<file path="src/hw/rtl/ceb_pkg.sv">
// shared types and constants of the coincidence event builder
package ceb_pkg;

    localparam int NCH      = 15;
    localparam int TIME_W   = 48;
    localparam int ENERGY_W = 16;
    localparam int WORD_W   = 16;
    localparam int SUM_W    = 52;

    localparam logic [WORD_W-1:0] HDR_BASE     = 16'hF002;
    localparam logic [WORD_W-1:0] WORDS_PER_CH = 16'd5;
    localparam logic [15:0]       WINDOW_RST   = 16'd80;
    localparam logic [15:0]       OFFSET_RST   = 16'd2000;

    localparam logic CFG_WINDOW = 1'b0;
    localparam logic CFG_OFFSET = 1'b1;

    typedef struct packed {
        logic                build;
        logic [3:0]          qi;
        logic [TIME_W-1:0]   hit_time;
        logic [ENERGY_W-1:0] hit_energy;
    } t_op;

    typedef struct packed {
        logic [15:0] window;
        logic [15:0] offset;
    } t_cfg;

endpackage

</file>
<file path="src/hw/rtl/ceb_front.sv">
// front end: accepts words, drops pushes to channel zero, two-entry op queue
module ceb_front (
    input  logic                          i_clk,
    input  logic                          i_rst_n,
    input  logic                          i_in_valid,
    output logic                          o_in_ready,
    input  logic                          i_command,
    input  logic [3:0]                    i_channel,
    input  logic [ceb_pkg::TIME_W-1:0]    i_hit_time,
    input  logic [ceb_pkg::ENERGY_W-1:0]  i_hit_energy,
    output logic                          o_op_valid,
    output ceb_pkg::t_op                  o_op,
    input  logic                          i_op_take
);

    ceb_pkg::t_op r_q [2];
    logic [1:0]   r_cnt;
    logic         r_wp;
    logic         r_rp;
    logic         w_keep;
    logic         w_take;

    assign o_in_ready = (r_cnt != 2'd2);
    assign w_keep     = i_in_valid && o_in_ready && (i_command || (i_channel != 4'd0));
    assign o_op_valid = (r_cnt != 2'd0);
    assign o_op       = r_q[r_rp];
    assign w_take     = o_op_valid && i_op_take;

    always_ff @(posedge i_clk) begin
        if (w_keep) begin
            r_q[r_wp] <= '{build: i_command, qi: i_channel - 4'd1,
                           hit_time: i_hit_time, hit_energy: i_hit_energy};
        end
    end

    always_ff @(posedge i_clk) begin
        if (!i_rst_n) begin
            r_cnt <= 2'd0;
            r_wp  <= 1'b0;
            r_rp  <= 1'b0;
        end else begin
            if (w_keep) r_wp <= ~r_wp;
            if (w_take) r_rp <= ~r_rp;
            r_cnt <= r_cnt + {1'b0, w_keep} - {1'b0, w_take};
        end
    end

endmodule

</file>
<file path="config.mk">
export PLATFORM = sky130hd
export DESIGN_NAME = ceb_front
export DESIGN_NICKNAME = d
export VERILOG_FILES = /design/src/hw/rtl/ceb_pkg.sv /design/src/hw/rtl/ceb_front.sv
export SDC_FILE = /design/constraint.sdc
export NUM_CORES = 1
export LEC_CHECK = 0
export ABC_AREA = 1
export BUFFER_PORTS_ARGS = -buffer_cell sky130_fd_sc_hd__clkbuf_2
export CAP_MARGIN = 15
export CORE_MARGIN = 2
export CORE_UTILIZATION = 52
export DETAILED_ROUTE_END_ITERATION = 12
export GPL_TIMING_DRIVEN = 0
export PLACE_DENSITY = 0.84
export REMOVE_ABC_BUFFERS = 1
export SYNTH_ARGS = -nofsm -noshare
export SYNTH_HDL_FRONTEND = slang
export SYNTH_SLANG_ARGS = --single-unit
</file>
<file path="constraint.sdc">
create_clock -name i_clk -period 4.95 [get_ports i_clk]
set_clock_uncertainty 0.15 [all_clocks]
set_input_delay 0.2475 -clock i_clk [delete_from_list [all_inputs] [get_ports i_clk]]
set_output_delay 0.2475 -clock i_clk [all_outputs]
set_load 0.01 [all_outputs]
</file>
* Word level (Yosys, flattened, before mapping) *
Memory sizes are Yosys's and may differ from the RTL's. A register that Yosys moved wholly into a read port is not among the register bits.
Index checks and enable logic that the tools add are counted.

storage, ports and cells
  flip-flop bits (word level) = 4
  latch bits = 0
  bits in writable memories = 138
  memory bits (read-only) = 0
  memories kept = 1

memory list
  name  depth  width  read ports  clocked after Yosys merged registers in  wr ports  line             source
  r_q   2      69     1           1                                        1         ceb_front.sv:16  ceb_pkg::t_op r_q [2];

cells by class
  $add $sub $neg = 3
  $mul = 0
  div/mod/pow operators = 0
  order comparisons = 0
  equality and inequality tests = 1
  shift-type cells = 0
  multiplexer cells = 4
  bitwise operators = 2
  reduce and logical (&&, ||, !) cells = 6

operators with widths
  cell                 number
  $mux 1               4
  $reduce_bool 4->1    1
  $sub 4x1->4 const B  1
  $logic_and 1x1->1    3
  $add 2x1->2          1
  $ne 2x2->1 const B   1
  $not 1->1            2
  $reduce_bool 2->1    1
  $sub 2x1->2          1
  $logic_or 1x1->1     1

* Longest topological paths before layout *
Gate-level depths: netlist of run 1.

  depth after elaboration = 5
  gate-level depth with buffers = 13
  mapped depth without buffers = 13

* Worst setup path before layout of run 1 *
OpenSTA, ideal clock, no wires.

  kind = reg-to-reg
  from = register r_cnt[0]
  to = memory r_q[0][0] in the netlist's numbering, enable pin
  setup time = 0.496 ns
  arrival time = 3.616 ns
  data required time = 4.304 ns
  path slack = 0.688 ns
  stages on the path, launching flop included = 5
  clock period less this slack = 4.262 ns
  cell sequence = dfxtp_1 inv_1 a21boi_0 nand2_1 nor2_1

on the way
  word-level cells in the longest chain between the ends = 5

RTL lines
  item                             line             source
  start, declared                  ceb_front.sv:17  logic [1:0] r_cnt;
  start signal, assigned           ceb_front.sv:44  r_cnt <= r_cnt + {1'b0, w_keep} - {1'b0, w_take};
  $ne 2x2->1                       ceb_front.sv:23  assign o_in_ready = (r_cnt != 2'd2);
  $logic_and 1x1->1 (2 in series)  ceb_front.sv:24  assign w_keep = i_in_valid && o_in_ready && (i_command || (i_channel != 4'd0));
  $mux 1                           ceb_front.sv:30  if (w_keep) begin
  $mux 1 (not written as such)     ceb_front.sv:31  r_q[r_wp] <= '{build: i_command, qi: i_channel - 4'd1,
  end, declared                    ceb_front.sv:16

Every way passes these cells.

==> flow_summary.json, run 1 <==
{
  "die_h_um": 105.3,
  "worstSkewPairLatency_ns": 0.51,
  "overflow": 0,
  "drc": 0,
  "wl_per_cell_um": 16.27,
  "min_period_over_period_pct": 48.29,
  "relSlewSlack_pct": 40.39,
  "setup_violations": 0,
  "start_kind": "flop",
  "seqPwrFrac_pct": 44.8,
  "final_common_cell": "clkbuf_2",
  "final.fill_count": 584,
  "rows": 36,
  "rsz0062_at_grt": "no",
  "clk_path_buf_depth": 2,
  "switching_power_w": 0.0009147,
  "clkPwrFrac_pct": 32.7,
  "timing.final.ws_setup_ns": 2.560,
  "whs_path_depth": 4,
  "cp-end-kind": "output pin",
  "reg2reg_from": "r_cnt[0]",
  "status": "complete, no violations",
  "core_sq_mm": 0.009864,
  "synth_area_sq_mm": 0.005334,
  "synth-seq-cells": 143,
  "cts-root-buf": "clkbuf_8",
  "clock.fmax_mhz": 418.3,
  "worst-setup-path-type": "reg -> out",
  "critPathArrivalTime_ns": 1.99,
  "power_w": 0.003607,
  "maxSlewViolCount": 0,
  "ff2ff_setup_slack_ns": 2.79,
  "power.density_mw_per_mm2": 482.6,
  "p_leak_nw": 2.948,
  "ys_types": 18,
  "tritoncts": "built",
  "wirelength_um": 10280,
  "vias_per_cell": 4.826,
  "syn_area_per_cell_sq_um": 20.44,
  "synth_warnings": 0,
  "die_area_sq_mm": 0.01108,
  "ant_nets": 0,
  "clkSlewWorstSetupHoldPaths_ns": 0.05,
  "power_frac_comb_pct": 22.5,
  "p_sw_share_pct": 25.36,
  "antenna_found_initial": 0,
  "layout.nets": 565,
  "period_minus_slack_ns": 2.390,
  "drt_iter0_markers": 75,
  "via_count": 3050,
  "layout_common_cells": "143 x clkbuf_2, 138 x edfxtp_1, 70 x dlygate4sd3_1, 59 x mux2_2, 16 x clkbuf_16",
  "pre_cts_slack_ns": 2.706,
  "peakVddDrop_mv": 0.2551,
  "worst_slew_pin_slew_ns": 0.8942,
  "clock_sinks": 143,
  "synthCells": 261,
  "worstHoldStart": "i_in_valid",
  "antenna_cells": 0,
  "grt_max_degree": 70,
  "io_buffers": 143,
  "cts_resized": 0,
  "cts_made_buffers": 17,
  "io_pins": 144,
  "cp_max_fo": 38,
  "h-tree-depth": 4,
  "die_w_um": 105.3,
  "grt_pass1_vias": 3376,
  "dr.pass1.iters": 4,
  "grt_pass1_wl_um": 16330,
  "track_usage_pct": 19.64,
  "reg2regPathDepth": 4,
  "timing.rr.end": "r_q[1][11]",
  "hold_viol_final": 0,
  "syn_to_final_growth_pct": 40.14,
  "dpl.hpwl_um": 6074,
  "initial_core_util_pct": 54.07,
  "critPathRequiredTime_ns": 4.55,
  "p_int_w": 0.002693,
  "netlist.area_leader.share_pct": 77.69,
  "gp_congestion": 0.7463,
  "synthTopCellsByArea": "edfxtp_1 78%, mux2_2 12%, mux2_4 2.8%, dfxtp_1 1.9%, ha_1 0.94%",
  "min_to": "r_wp",
  "yosysSeqAreaShare_pct": 79.57,
  "synth.largest_area_cell": "edfxtp_1",
  "layout-drive-gt1-share_pct": 48.50,
  "drv_cap": 0,
  "min-delay-path-class": "in -> reg"
}
==> power by group through the flow <==
stage          Combinational (W)  Clock [W]  Sequential (W)
2_1_floorplan           0.000450          0         0.00165
3_3_place_gp            0.000711          0         0.00168
3_5_place_dp            0.000769          0         0.00164
4_1_cts                 0.000817    0.00120         0.00162
5_1_grt                 0.000881    0.00126         0.00163
6_report                0.000810    0.00118         0.00162
==> area by class of cell <==
cell class	instances	area (sq um)	area share (%)
clock buffer	20	425.4	5.691
multi-input combinational	99	993.5	13.29
tap	133	166.4	2.226
inverter	11	43.79	0.5859
clock inverter	10	121.4	1.624
timing repair buffer	216	1476	19.75
sequential	143	4248	56.83
==> how the worst max path moves through the flow <==
stage	from	endpoint	slack (ns)	cells past startpoint
detailed placement	i_channel[0]	r_q[1][57]	2.71	8
global placement	i_channel[0]	r_q[0][57]	-0.89	8
CTS	flop	o_op[7]	2.50	3
global route	flop	o_op[7]	2.45	3
finish	flop	o_op[7]	2.56	3
floorplan	r_cnt[0]	r_q[0][0]	0.69	4
==> layer usage <==
metal	vias up	global-route usage, %	wire length, um
li1	1455	-	-
met1	1484	20.65	3930
met2	96	36.27	5662
met3	15	6.061	544
met4	0	7.905	146
met5	-	0	0
==> stage by stage <==
stage	area, sq um	hold WS [ns]	cells	utilization (%)	setup TNS, ns
2_1_floorplan	5271	0.1910	253	-	0
6_report	7475	0.05379	632	75.77	0
4_1_cts	7475	0.02086	632	75.77	0
5_1_grt	7475	0.04805	632	75.77	0
3_5_place_dp	6227	0.2900	532	63.13	0
3_3_place_gp	6153	0.2865	529	62.38	-61.41
==> repair_timing <==
item                                    CTS  global route
hold buffers                             70             0
endpoints found under the hold margin   141             0
endpoints found under the setup margin    0             0
buffers inserted                          0             0
==> logic make-up (layout without fill, tap and decap cells) <==
logic type      count (synthesis)  after routing  synth area share, %
xor+xnor                        3              3               0.4927
buf+inv                        19            257                1.947
simple gates                   20             20                1.454
flops                         143            143                79.57
fa+ha+maj                       4              4               0.9383
mux                            69             69                15.27
compound gates                  3              3               0.3283
==> worst max-delay path, cell delays in order (launching register included) <==
cell      delay, ns
dfxtp_4        0.65
buf_12         0.30
mux2_2         0.37
clkbuf_2       0.14
==> synth_stat cells (all sizes together) <==
library cell / instances
nor2: 9
edfxtp: 138
dfxtp: 5
inv: 11
a21boi: 1
nand2: 9
xnor2: 1
nand3: 1
mux2: 69
o21ai: 1
ha: 4
nor3: 1
a21oi: 1
buf: 8
xor2: 2
==> flip-flops by register name (all words and copies together), names as in the netlist, named ones only <==
| name | flops |
|---|---|
| r_cnt | 2 |
| r_q | 138 |
| r_rp | 1 |
| r_wp | 1 |
Power figures use the tool's default switching activity.
==> inputs of run 2 (changes only) <==
--- a/config.mk
+++ b/config.mk
@@ -5,7 +5,7 @@
 export SDC_FILE = /design/constraint.sdc
 export NUM_CORES = 1
 export LEC_CHECK = 0
-export ABC_AREA = 1
+export ABC_AREA = 0
 export BUFFER_PORTS_ARGS = -buffer_cell sky130_fd_sc_hd__clkbuf_2
 export CAP_MARGIN = 15
 export CORE_MARGIN = 2
==> constraint.sdc (replaced) <==
create_clock -name i_clk -period 2.2 [get_ports i_clk]
set_clock_uncertainty 0.15 [all_clocks]
set_input_delay 0.11 -clock i_clk [delete_from_list [all_inputs] [get_ports i_clk]]
set_output_delay 0.11 -clock i_clk [all_outputs]
set_load 0.01 [all_outputs]
==> run 2 against run 1 <==
- worst hold slack better by 0.12 ns
- die area is 0.98% lower
- synthesized cell count is 4.6% lower
- largest cell class unchanged
- register-to-register slack worse by 2.6 ns
- highest routed layer unchanged
==> flow_summary.json, run 2 <==
{
  "dr.pass1.iters": 4,
  "via_count": 3119,
  "power.density_mw_per_mm2": 1077,
  "cts_resized": 0,
  "cp_max_fo": 4,
  "p_leak_nw": 2.908,
  "synth_fa_ha_area_share_pct": 0.9479,
  "worst-setup-path-type": "in -> reg",
  "yosysSeqAreaShare_pct": 80.38,
  "ys_types": 20,
  "io_buffers": 143,
  "synth-xor-area-share_pct": 0.8294,
  "crit_chain": "dlygate4sd3_1 -> clkbuf_2 -> or4b_4 -> nand3_2 -> ha_1 -> inv_1 -> ha_1 -> xnor2_1 -> xnor2_1 -> and2_1",
  "dpl.hpwl_um": 5806,
  "synth_warnings": 0,
  "yosys.area_share.simple_pct": 1.588,
  "overflow": 0,
  "clock_sinks": 143,
  "relSlewSlack_pct": 59.10,
  "die_area_sq_mm": 0.01098,
  "grt_pass1_wl_um": 17000,
  "tritoncts": "built",
  "worstHoldStart": "i_hit_energy[2]",
  "wl_per_cell_um": 17.15,
  "h-tree-depth": 4,
  "muxShareOfSynthArea_pct": 14.91,
  "grt_max_degree": 35,
  "rows": 36,
  "dp.cells": 521,
  "critical-path-top-delay-family": "simple AND/OR/NAND/NOR gates",
  "synth_compound_area_share_pct": 0.1422,
  "critPathBufInv": 3,
  "worst_slew_pin_slew_ns": 0.6120,
  "fin_area_sq_mm": 0.007541,
  "syn_to_final_growth_pct": 42.82,
  "peakVddDrop_mv": 0.6572,
  "min_period_over_period_pct": 96.34,
  "rsz0062_at_grt": "no",
  "gp_congestion": 0.7152,
  "critPathRequiredTime_ns": 2.45,
  "setup_violations": 0,
  "min-delay-path-class": "in -> reg",
  "synthFlopType": "edfxtp_1",
  "largest_register_ffs": 138,
  "syn_area_per_cell_sq_um": 21.21,
  "clkSlewWorstSetupHoldPaths_ns": 0.06,
  "cp_slowest_cell": "dlygate4sd3_1",
  "maxSlewViolCount": 0,
  "clk_path_buf_depth": 2,
  "synthCells": 249,
  "hold_viol_final": 0,
  "worstSkewPairLatency_ns": 0.51,
  "crit_path_start": "i_channel[2]",
  "drt_iter0_markers": 118,
  "reg2reg_from": "r_cnt[1]",
  "die_h_um": 104.8,
  "grt_pass1_vias": 3532,
  "netlist.area_leader.share_pct": 78.48,
  "holdWs_ns": 0.1758,
  "ant_nets": 0,
  "antenna_cells": 0,
  "layout_common_cells": "143 x clkbuf_2, 138 x edfxtp_1, 74 x dlygate4sd3_1, 69 x mux2_2, 16 x clkbuf_16",
  "final_cells": 631,
  "final_common_cell": "clkbuf_2",
  "yosysMostFrequentCell": "edfxtp_1",
  "critPathArrivalTime_ns": 2.37,
  "initial_core_util_pct": 53.77,
  "synth_top_family_by_area": "multiplexers",
  "start_kind": "input pin",
  "synth_area_sq_mm": 0.005280,
  "synthTopCellsByArea": "edfxtp_1 78%, mux2_2 15%, dfxtp_1 1.9%, ha_1 0.95%, buf_2 0.57%",
  "drv_cap": 0,
  "multi_input_area_sq_um": 987.2,
  "yosys-top-cells-count": "138 x edfxtp_1, 69 x mux2_2, 6 x buf_2",
  "clock.fmax_mhz": 471.8,
  "die_w_um": 104.8,
  "layout.nets": 562,
  "track_usage_pct": 20.70,
  "antenna_found_initial": 0,
  "reg.largest.list": "r_q (138), r_cnt (2)",
  "layout-drive-gt1-share_pct": 51.81,
  "cp-end-kind": "flop",
  "synth_edf_count": 138,
  "core_sq_mm": 0.009819,
  "cts-root-buf": "clkbuf_8",
  "placed_cell_area_sq_mm": 0.006223,
  "synth.largest_area_cell": "edfxtp_1",
  "vias_per_cell": 4.943,
  "period_minus_slack_ns": 2.119,
  "async_flop_share_pct": 0,
  "cts_made_buffers": 17,
  "status": "complete, no violations",
  "worst_path_largest_cell_delay_ns": 0.53,
  "drc": 0,
  "ff_latch_area_sq_mm": 0.004248,
  "regMostFlops": "r_q",
  "synth-seq-cells": 143,
  "wirelength_um": 10820,
  "io_pins": 144,
  "final.fill_count": 593
}
==> run 2: cell types whose count changed in the layout (fill, tap and decap cells not counted), sizes merged, moves of 4 or more <==
cell         before  now
dlygate4sd3      70   74
clkinvlp          0    6
nor2              9    2
inv              11    6
buf               3    8
nand2             9    2
==> run 2: kinds of logic after synthesis <==
logic type | after synthesis
DFF | 143
muxes | 70
buffers and inverters | 13
and+or+nand+nor | 13
xor gates and xnor gates | 5
adders and majority gates | 4
AOI/OAI and AO/OA | 1
==> run 2: timing repair <==
action,4_1_cts,5_1_grt
endpoints found under the hold margin,155,0
buffers inserted,2,2
hold buffers,74,0
endpoints found under the setup margin,69,24
==> run 2: layout make-up <==
type / count / share of cell area (%)
clock buffers: 18 / 5.542
clock inverters: 14 / 1.278
inverters: 5 / 0.2489
multi-input cells: 93 / 13.09
flip-flops and latches: 143 / 56.33
well taps: 133 / 2.207
repair buffers: 225 / 21.30
==> run 2: power by group <==
part / switching, W / internal [W] / leakage [nW]
registers: 0.000121 / 0.00345 / 1.33
logic: 0.00108 / 0.00105 / 1.34
clock network: 0.00104 / 0.00137 / 0.239
==> run 2: layer usage <==
layer	vias to the layer above	GRT usage, %	wire [um]
met1	1514	21.26	3983
met2	127	38.54	6099
li1	1451	-	-
met3	27	6.800	539
met4	0	8.190	201
met5	-	0	0
==> run 2: final timing paths <==
kind / slack, ns / to / cells past startpoint
worst max-delay path: 0.08 / r_cnt[1] / 10
worst min-delay path: 0.18 / r_q[0][2] / 2
worst max register to register: 0.15 / r_cnt[1] / 8
worst min register to register: 0.37 / r_wp / 2
==> run 2: per-stage QoR <==
step	TNS [ns]	util [%]	setup slack (ns)	power, W
after floorplan	-294.26	-	-1.984	0.004774
after global placement	-589.31	62.30	-3.670	0.005493
after detailed placement	-0.04585	63.38	-0.04585	0.005517
after CTS	0	76.64	0.05322	0.008135
after global routing	0	76.80	0.04128	0.008463
final	0	76.80	0.08055	0.008121
